## src/rtl/p7d_pkg.sv

```systemverilog
// Package with the request and result types, state type and constants of the patch dump decoder.
`timescale 1ns / 1ps
`default_nettype none

package p7d_pkg;

    localparam logic [8:0] PAYLOAD_LEN  = 9'd432;
    localparam logic [8:0] COUNT_SAT    = 9'd433;
    localparam logic [8:0] TAG_FIRST    = 9'd7;
    localparam logic [8:0] STORED_FIRST = 9'd15;
    localparam logic [8:0] SIZE_FIRST   = 9'd51;
    localparam logic [8:0] SUM_FIRST    = 9'd63;
    localparam logic [8:0] SUM_END      = 9'd375;
    localparam logic [7:0] MAKER_HI     = 8'h0E;
    localparam logic [7:0] PRODUCT_ID   = 8'h22;

    localparam int F_STATUS  = 0;
    localparam int F_MAKER   = 1;
    localparam int F_PRODUCT = 2;
    localparam int F_TAG     = 3;
    localparam int F_SIZE    = 4;

    localparam logic [2:0] ST_OK      = 3'd0;
    localparam logic [2:0] ST_LENGTH  = 3'd1;
    localparam logic [2:0] ST_STATBIT = 3'd2;
    localparam logic [2:0] ST_MAKER   = 3'd3;
    localparam logic [2:0] ST_PRODUCT = 3'd4;
    localparam logic [2:0] ST_TAG     = 3'd5;
    localparam logic [2:0] ST_SIZE    = 3'd6;

    typedef struct packed {
        logic [7:0] payload_byte;
        logic       end_of_message;
    } in_t;

    typedef struct packed {
        logic        data_valid;
        logic [7:0]  decoded_byte;
        logic        done_res;
        logic [2:0]  status;
        logic        checksum_ok;
        logic [7:0]  bank;
        logic        multiple;
        logic [7:0]  slot;
        logic [31:0] file_checksum;
        logic [31:0] computed_checksum;
    } out_t;

    typedef struct packed {
        logic [8:0]  byte_count;
        logic [6:0]  prefix_bits;
        logic [4:0]  fault_flags;
        logic [31:0] word_sum;
        logic [31:0] stored_word;
        logic [7:0]  bank_byte;
        logic        multiple_flag;
        logic [7:0]  slot_byte;
    } state_t;

    function automatic logic [7:0] tag_byte(input logic [2:0] i);
        logic [7:0] r;
        unique case (i)
            3'd0: r = 8'h51;
            3'd1: r = 8'h30;
            3'd2: r = 8'h31;
            3'd3: r = 8'h53;
            3'd4: r = 8'h59;
            3'd5: r = 8'h4E;
            3'd6: r = 8'h54;
            default: r = 8'h48;
        endcase
        return r;
    endfunction

    function automatic logic [7:0] size_byte(input logic [1:0] i);
        logic [7:0] r;
        unique case (i)
            2'd0: r = 8'h00;
            2'd1: r = 8'h00;
            2'd2: r = 8'h01;
            default: r = 8'h3B;
        endcase
        return r;
    endfunction

endpackage

`default_nettype wire

```

## src/rtl/p7d_step.sv

```systemverilog
// Next-state and result logic for one payload byte of the patch dump decoder.
`timescale 1ns / 1ps
`default_nettype none

module p7d_step (
    input  wire p7d_pkg::state_t st,
    input  wire p7d_pkg::in_t    din,
    output p7d_pkg::state_t      st_next,
    output p7d_pkg::out_t        res,
    output logic                 produce
);
    import p7d_pkg::*;

    logic [8:0]  idx;
    logic [2:0]  pos;
    logic [8:0]  grp;
    logic [8:0]  d;
    logic [8:0]  off;
    logic [7:0]  prefix8;
    logic        msb;
    logic        in_range;
    logic        valid;
    logic [7:0]  dec;
    logic [31:0] addend;
    logic [2:0]  st_code;
    logic [31:0] expect_sum;
    state_t      upd;

    always_comb
    begin
        idx      = st.byte_count;
        pos      = idx[2:0];
        grp      = {3'b000, idx[8:3]};
        d        = (grp << 3) - grp + {6'd0, pos} - 9'd1;
        off      = d - SUM_FIRST;
        prefix8  = {1'b0, st.prefix_bits};
        msb      = prefix8[3'd7 - pos];
        in_range = idx < PAYLOAD_LEN;
        valid    = in_range && (pos != 3'd0);
        dec      = valid ? {msb, din.payload_byte[6:0]} : 8'd0;
        upd      = st;

        if (in_range && din.payload_byte[7])
        begin
            upd.fault_flags[F_STATUS] = 1'b1;
        end
        if (in_range && pos == 3'd0)
        begin
            upd.prefix_bits = din.payload_byte[6:0];
        end

        unique case (off[1:0])
            2'd0: addend = {dec, 24'd0};
            2'd1: addend = {8'd0, dec, 16'd0};
            2'd2: addend = {16'd0, dec, 8'd0};
            default: addend = {24'd0, dec};
        endcase

        if (valid)
        begin
            if (d == 9'd0 && dec != 8'h00)
            begin
                upd.fault_flags[F_MAKER] = 1'b1;
            end
            if (d == 9'd1 && dec != MAKER_HI)
            begin
                upd.fault_flags[F_MAKER] = 1'b1;
            end
            if (d == 9'd2 && dec != PRODUCT_ID)
            begin
                upd.fault_flags[F_PRODUCT] = 1'b1;
            end
            if (d == 9'd4)
            begin
                upd.bank_byte = dec;
            end
            if (d == 9'd5)
            begin
                upd.multiple_flag = (dec != 8'd0);
            end
            if (d == 9'd6)
            begin
                upd.slot_byte = dec;
            end
            if (d >= TAG_FIRST && d < STORED_FIRST
                && dec != tag_byte(3'(d - TAG_FIRST)))
            begin
                upd.fault_flags[F_TAG] = 1'b1;
            end
            if (d >= STORED_FIRST && d < STORED_FIRST + 9'd4)
            begin
                upd.stored_word = {st.stored_word[23:0], dec};
            end
            if (d >= SIZE_FIRST && d < SIZE_FIRST + 9'd4
                && dec != size_byte(2'(d - SIZE_FIRST)))
            begin
                upd.fault_flags[F_SIZE] = 1'b1;
            end
            if (d >= SUM_FIRST && d < SUM_END)
            begin
                upd.word_sum = st.word_sum + addend;
            end
        end

        if (idx < COUNT_SAT)
        begin
            upd.byte_count = idx + 9'd1;
        end

        priority if (upd.byte_count != PAYLOAD_LEN)
            st_code = ST_LENGTH;
        else if (upd.fault_flags[F_STATUS])
            st_code = ST_STATBIT;
        else if (upd.fault_flags[F_MAKER])
            st_code = ST_MAKER;
        else if (upd.fault_flags[F_PRODUCT])
            st_code = ST_PRODUCT;
        else if (upd.fault_flags[F_TAG])
            st_code = ST_TAG;
        else if (upd.fault_flags[F_SIZE])
            st_code = ST_SIZE;
        else
            st_code = ST_OK;

        expect_sum = 32'd0 - upd.word_sum;

        res                   = '0;
        res.data_valid        = valid;
        res.decoded_byte      = dec;
        if (din.end_of_message)
        begin
            res.done_res = 1'b1;
            res.status   = st_code;
            if (st_code == ST_OK)
            begin
                res.checksum_ok       = (upd.stored_word == expect_sum);
                res.bank              = upd.bank_byte;
                res.multiple          = upd.multiple_flag;
                res.slot              = upd.slot_byte;
                res.file_checksum     = upd.stored_word;
                res.computed_checksum = expect_sum;
            end
        end

        produce = valid || din.end_of_message;
        st_next = din.end_of_message ? '0 : upd;
    end

endmodule

`default_nettype wire

```

## src/rtl/patch_dump_7in8_decoder_checker_top.sv

```systemverilog
// Top level of the patch dump 7-in-8 decoder and checker.
// An accepted request reaches its result through the input register and the result register.
// Throughput: one request per cycle while the result side does not stall; the state update
// of each byte is a single pass.
// Reset clears the handshake registers and all message state at once.
`timescale 1ns / 1ps
`default_nettype none

module patch_dump_7in8_decoder_checker_top (
    input  wire logic          clk,
    input  wire logic          rst_n,
    input  wire logic          byte_valid,
    output logic               byte_stall,
    input  wire p7d_pkg::in_t  byte_data,
    output logic               res_valid,
    input  wire logic          res_stall,
    output p7d_pkg::out_t      res_data
);
    import p7d_pkg::*;

    logic   in_valid_reg;
    logic   in_valid_next;
    in_t    in_data_reg;
    logic   res_valid_reg;
    logic   res_valid_next;
    out_t   res_data_reg;
    state_t state_reg;
    state_t state_next;
    out_t   step_res;
    logic   step_produce;
    logic   stage_stall;
    logic   advance;
    logic   accept;

    p7d_step u_step (
        .st      (state_reg),
        .din     (in_data_reg),
        .st_next (state_next),
        .res     (step_res),
        .produce (step_produce)
    );

    always_comb
    begin
        stage_stall    = res_valid_reg && res_stall;
        advance        = in_valid_reg && !stage_stall;
        byte_stall     = in_valid_reg && stage_stall;
        accept         = byte_valid && !byte_stall;
        in_valid_next  = accept || (in_valid_reg && !advance);
        res_valid_next = advance ? step_produce : stage_stall;
    end

    always_ff @(posedge clk or negedge rst_n)
    begin
        if (!rst_n)
        begin
            in_valid_reg  <= 1'b0;
            res_valid_reg <= 1'b0;
            state_reg     <= '0;
        end
        else
        begin
            in_valid_reg  <= in_valid_next;
            res_valid_reg <= res_valid_next;
            if (advance)
            begin
                state_reg <= state_next;
            end
        end
    end

    always_ff @(posedge clk)
    begin
        if (accept)
        begin
            in_data_reg <= byte_data;
        end
        if (advance && step_produce)
        begin
            res_data_reg <= step_res;
        end
    end

    assign res_valid = res_valid_reg;
    assign res_data  = res_data_reg;

endmodule

`default_nettype wire

```

## config.mk

```make
export PLATFORM = sky130hd
export DESIGN_NAME = patch_dump_7in8_decoder_checker_top
export DESIGN_NICKNAME = d
export VERILOG_FILES = /design/src/rtl/p7d_pkg.sv /design/src/rtl/p7d_step.sv /design/src/rtl/patch_dump_7in8_decoder_checker_top.sv
export SDC_FILE = /design/constraint.sdc
export NUM_CORES = 1
export LEC_CHECK = 0
export BUFFER_PORTS_ARGS = -buffer_cell sky130_fd_sc_hd__clkbuf_2
export CAP_MARGIN = 20
export CORE_ASPECT_RATIO = 0.9
export CORE_UTILIZATION = 60
export DETAILED_ROUTE_END_ITERATION = 8
export PLACE_DENSITY = 0.79
export SLEW_MARGIN = 15
export SYNTH_ARGS = -nofsm -noshare
export SYNTH_HDL_FRONTEND = slang
export SYNTH_SLANG_ARGS = --single-unit
```

## constraint.sdc

```tcl
create_clock -name clk -period 10.1 [get_ports clk]
set_clock_uncertainty 0.15 [all_clocks]
set_input_delay 0 -clock clk [delete_from_list [all_inputs] [get_ports clk]]
set_output_delay 0 -clock clk [all_outputs]
set_load 0.03 [all_outputs]
```

==> flow_metrics.tcl, run 1 <==
set metrics [dict create \
    run_status "completed" \
    ioPinCount 110 \
    num_antenna_cells 0 \
    synth_top_cell_area_share 0.229 \
    yosysUniqueCellTypes 104 \
    synth_area_leaders "edfxtp_1 (23%), dfrtp_1 (19%), mux2i_1 (5.4%)" \
    regArea_mm2 0.00573 \
    core_mm2 0.0220 \
    ys.flop_type "edfxtp_1" \
    die_height_um 145 \
    grt_usage 0.315 \
    syn_nets 1488 \
    path_class "reg -> reg" \
    yosysMostFrequentCell "nor2_1" \
    grt_pass1_vias 10740 \
    synth-edff-count 104 \
    rows 51 \
    htreeDepth 1 \
    p_per_area_mw_per_mm2 326 \
    post_cts_resized 0 \
    fin_nets 1569 \
    clockBufferDepth 3 \
    setup_violations 0 \
    cts_buffers 22 \
    vias 11732 \
    cap_viol_max_count 0 \
    yosys-top-cells-count "nor2_1 (177), nand2_1 (123), dfrtp_1 (104), edfxtp_1 (104), o21ai_0 (87)" \
    slew_headroom 0.341 \
    max_freq_mhz 127 \
    setup.worst_path.end_class "flip-flop" \
    antenna_found_initial 0 \
    arrival_ns 8.10 \
    ys_ff_latch 208 \
    p_leak_uw 0.00638 \
    clk_pin_slew_ns 0.06 \
    drive_above_1_share 0.130 \
    postSynthAreaPerCell_um2 9.59 \
    drtPass1Iterations 8 \
    ir_drop_uv 196 \
    worstHoldPathType "in -> reg" \
    rsz0062_at_grt "no" \
    drc 0 \
    synth-async-reset-ratio 0.500 \
    ant_nets 0 \
    die-area_mm2 0.0233 \
    drtIter0Drc 1358 \
    wl_per_cell_um 20.7 \
    netlist_area_mm2 0.0136 \
    clock_sinks 208 \
    port_buffers 109 \
    fillers 1674 \
    grt-ovfl-total 0 \
    slew_viol_final 0 \
    start_util 0.621 \
    cts-root-buf "clkbuf_16" \
    place_congestion 0.934 \
    worstPathRequired_ns 10.30 \
    grt_first_pass_wirelength_um 58800 \
    die_w_um 161 \
    seq_area_frac_synth 0.420 \
    cp-start-kind "flip-flop" \
    synth_top_area_cell "edfxtp_1" \
    multi_input_area_mm2 0.00744 \
    finalWirelength_um 37500 \
    hold_ws_ns 0.0487 \
    ys_warn_count 0 \
    tightest_slew_ns 0.985 \
    routed_via_density 6.49 \
    largest_reg_flops 102 \
    synthToLayoutAreaGrowth_pct 11.0 \
    min_period_ns 7.90 \
    dpl.hpwl_um 26500 \
    syn_inst 1421 \
    finalHoldViolCount 0 \
    clock_latency_ns 0.52 \
    setup_tns_ns 0 \
    r2r_slack_ns 2.20 \
    cts_tree "yes" \
    crit_fanout 49 \
    min_period_over_period 0.782 \
    grt_max_degree 82 \
]
repair_timing:
item | 4_1_cts | 5_1_grt
endpoints found under the hold margin | 79 | 0
hold buffers | 15 | 0
buffers inserted | 0 | 0
metrics by stage:
stage,power [uW],util,cell area [um2],setup WS (ns),cells
detailed placement,4120,0.652,14300,2.32,1754
global placement,4050,0.652,14300,2.56,1753
floorplan,3470,-,13600,2.99,1421
CTS,4870,0.689,15100,2.31,1809
finish,4940,0.689,15100,2.20,1809
global route,5210,0.689,15100,1.87,1809
routing by layer:
metal,vias to the layer above,track usage,routed length (um)
met3,74,0.0415,3430
li1,5402,-,-
met5,-,0,0
met4,0,0.0863,981
met1,5640,0.486,16700
met2,616,0.463,16400
worst paths after layout:
check,cells after the start,end,startpoint
setup / recovery,22,res_data[81],state_reg[93]
hold / removal,2,in_data_reg[3],byte_data[3]
setup reg to reg,22,res_data[81],state_reg[93]
hold reg to reg,1,state_reg[41],state_reg[41]
max in group asynchronous,4,state_reg[101],rst_n
min in group asynchronous,4,state_reg[37],rst_n
report_power, final:
part           leakage (uW)  internal [uW]  switching (uW)
registers           0.00246           1070            97.2
clock network      0.000315            413             329
logic               0.00361           1120            1910
total               0.00638           2600            2340
critical path, stage by stage, from the launching register on:
cell and delay (ns):
dfrtp_1 0.62, ha_1 0.29, inv_1 0.07, fa_1 0.39, and2b_4 0.29, o22a_2 0.21
nor3_1 0.07, a2111o_1 0.47, a31oi_2 0.24, o221a_4 0.71, mux2i_1 0.50, ha_1 0.39
nand2_1 0.12, or3_1 0.41, or3_1 0.43, nor2_2 0.22, nor4b_1 0.46, o22ai_1 0.24
or3_1 0.45, a21oi_1 0.16, o2111ai_1 0.13, or4_1 0.55, nor4_2 0.13
layout by cell type, fill, tap and decap left out, drive strengths merged, types with 52 or more instances in the layout:
cell type,n
nor2,179
clkbuf,140
nand2,123
edfxtp,104
dfrtp,104
o21ai,94
mux2i,74
xnor2,60
a21oi,52
ha,52
layout make-up:
cell class              count  area share
multi-input cells        1096       0.492
flip-flops and latches    208       0.378
repair buffers            138      0.0540
clock buffers              32      0.0395
well taps                 291      0.0241
inverters                  36     0.00893
clock inverters             8     0.00347
cells by family (layout without fill, tap and decap cells):
logic type               count (synthesis)  after routing  share of synthesized area
AND/OR/NAND/NOR                        499            499                      0.178
XOR/XNOR                               103            103                     0.0662
flip-flops                             208            208                      0.420
AO/OA/AOI/OAI                          359            359                      0.188
multiplexers                            81             81                     0.0619
buffers and inverters                  117            214                     0.0356
adder cells (fa/ha/maj)                 54             54                     0.0507
(Power assumes the default switching activity.)
==> inputs of run 2 (changes only) <==
- CORE_UTILIZATION: 60 -> 55
- PLACE_DENSITY: 0.79 -> 0.76
- clock period: 10.1 -> 6.6 ns (I/O delays scaled with it)
==> flow_metrics.tcl, run 2 (same netlist as run 1, synthesis figures left out) <==
set metrics [dict create \
    swShare 0.465 \
    drtIter0Drc 1368 \
    crit_fanout 5 \
    crit_cells 23 \
    p_leak_uw 0.00673 \
    p_comb_frac 0.624 \
    arrival_ns 6.54 \
    die_height_um 151 \
    fin_util 0.652 \
    wl_per_cell_um 21.1 \
    ioPinCount 110 \
    worstPathRequired_ns 6.81 \
    slew_headroom 0.304 \
    cap_viol_max_count 0 \
    drtPass1Iterations 7 \
    tightest_slew_ns 1.04 \
    largest_reg_flops 102 \
    drc 0 \
    worstSetupStartpoint "state_reg[96]" \
    run_status "completed" \
    clk_pin_slew_ns 0.06 \
    p_per_area_mw_per_mm2 517 \
    placed_area_mm2 0.0148 \
    finalHoldViolCount 0 \
    p_clk_frac 0.162 \
    ir_drop_uv 317 \
    grt_pass1_vias 10789 \
    max_freq_mhz 158 \
    setup.worst_path.end_class "flip-flop" \
    cts-root-buf "clkbuf_16" \
    vias 11881 \
    finalWirelength_um 39600 \
    place_congestion 1.00 \
    cts_buffers 23 \
    synthToLayoutAreaGrowth_pct 16.1 \
    layout_common_cells "nor2_1 (174), nand2_1 (120), clkbuf_2 (108)" \
    die-area_mm2 0.0254 \
    path_cells "inv_1 -> ha_1 -> inv_1 -> fa_1 -> and2b_4 -> o22a_4 -> nor3_1 -> a2111o_1 -> a31oi_2 -> o221a_4 -> mux2i_4 -> ha_1 -> nand2_1 -> or3_1 -> or3_4 -> nor2_4 -> nor4b_4 -> o22ai_2 -> or3_1 -> a21oi_1 -> o2111ai_1 -> or4_1 -> nor4_2" \
    drive_above_1_share 0.176 \
    min_period_over_period 0.960 \
    critical_path.max_stage_delay_ns 0.56 \
    routed_via_density 6.32 \
    antenna_found_initial 0 \
    setup_violations 0 \
    clock_sinks 208 \
    cpLargestDelayFamily "simple AND/OR/NAND/NOR gates" \
    r2r_start "state_reg[96]" \
    clock_latency_ns 0.53 \
    cts_tree "yes" \
    setup_tns_ns 0 \
    num_antenna_cells 0 \
    grt_usage 0.307 \
    grt_max_degree 82 \
    cpMaxStageDelayCell "or4_1" \
    htreeDepth 1 \
    core_mm2 0.0243 \
    grt_first_pass_wirelength_um 60600 \
    path_class "reg -> reg" \
    final_common_cell "nor2_1" \
    fin_area_mm2 0.0158 \
    crit_buf_inv 2 \
    switching_power_uw 3810 \
    clockBufferDepth 3 \
    min_period_ns 6.34 \
    r2r_slack_ns 0.26 \
    crit-reg2reg-capture "res_data[81]" \
    dpl.hpwl_um 28900 \
    rows 54 \
    slew_viol_final 0 \
    cp-start-kind "flip-flop" \
    port_buffers 109 \
    ant_nets 0 \
    die_w_um 168 \
    p_seq_frac 0.214 \
    worstHoldPathType "in -> reg" \
    reg2reg_depth 23 \
    grt-ovfl-total 0 \
    crit_end "res_data[81]" \
    p_int_uw 4370 \
    fin_nets 1622 \
    start_util 0.562 \
    hold_ws_ns 0.0484 \
]
[run 2: changes by cell type in the layout (fill, tap and decap cells not counted), moves of 3 or more]
| cell | previous run | this run |
|---|---|---|
| buf_4 | 14 | 66 |
| clkbuf_1 | 9 | 6 |
| nand2_2 | 0 | 3 |
| clkbuf_8 | 1 | 5 |
| nand2_1 | 123 | 120 |
| clkinv_2 | 3 | 0 |
| a2111oi_0 | 7 | 3 |
[run 2: through the flow]
step / worst slack (ns) / total power, uW / instances
after floorplan: 0.0188 / 5390 / 1421
after global placement: 0.328 / 6620 / 1820
after detailed placement: 0.193 / 6690 / 1820
after CTS: 0.165 / 8050 / 1877
after global routing: -0.0156 / 8610 / 1880
final: 0.264 / 8180 / 1880
[run 2: worst min-delay path by stage]
stage	startpoint	to	cells after the start
finish	byte_data[2]	in_data_reg[2]	2
global route	byte_data[0]	in_data_reg[0]	2
CTS	byte_data[0]	in_data_reg[0]	2
detailed placement	rst_n	state_reg[9]	1
global placement	rst_n	state_reg[13]	1
floorplan	rst_n	in_valid_reg	0
[run 2: final cells by class]
class                           count  area, um2
Sequential cell                   208       5730
Tap cell                          308        385
Inverter                           36        139
Clock inverter                      8        116
Fill cell                        1930       8430
Clock buffer                       34        667
Multi-Input combinational cell   1096       7570
Timing Repair Buffer              190       1220
[run 2: worst reg2reg max path: stages (launching register included)]
cell	delay (ns)
dfrtp_1	0.37
inv_1	0.07
ha_1	0.20
inv_1	0.07
fa_1	0.38
and2b_4	0.29
o22a_4	0.18
nor3_1	0.06
a2111o_1	0.46
a31oi_2	0.31
o221a_4	0.26
mux2i_4	0.24
ha_1	0.22
nand2_1	0.09
or3_1	0.35
or3_4	0.41
nor2_4	0.16
nor4b_4	0.28
o22ai_2	0.15
or3_1	0.44
a21oi_1	0.17
o2111ai_1	0.15
or4_1	0.56
nor4_2	0.14
[run 2: what timing repair did]
item	CTS	global route
hold buffers	15	0
setup buffers	0	3
endpoints found under the setup margin	0	2
hold endpoints to repair	79	0
resized for setup	0	23
[run 2: per-layer routing]
metal,part of all wire,vias up,GRT usage
li1,-,5516,-
met1,0.46,5729,0.461
met2,0.43,569,0.445
met3,0.088,67,0.0544
met4,0.028,0,0.102
met5,0,-,0
[run 2: power groups by stage]
stage / registers [uW] / logic (uW) / clock network (uW)
after detailed placement: 1770 / 4920 / 0
after global routing: 1770 / 5450 / 1390
after CTS: 1750 / 4970 / 1340
after global placement: 1760 / 4860 / 0
after floorplan: 2040 / 3340 / 0
final: 1750 / 5110 / 1320
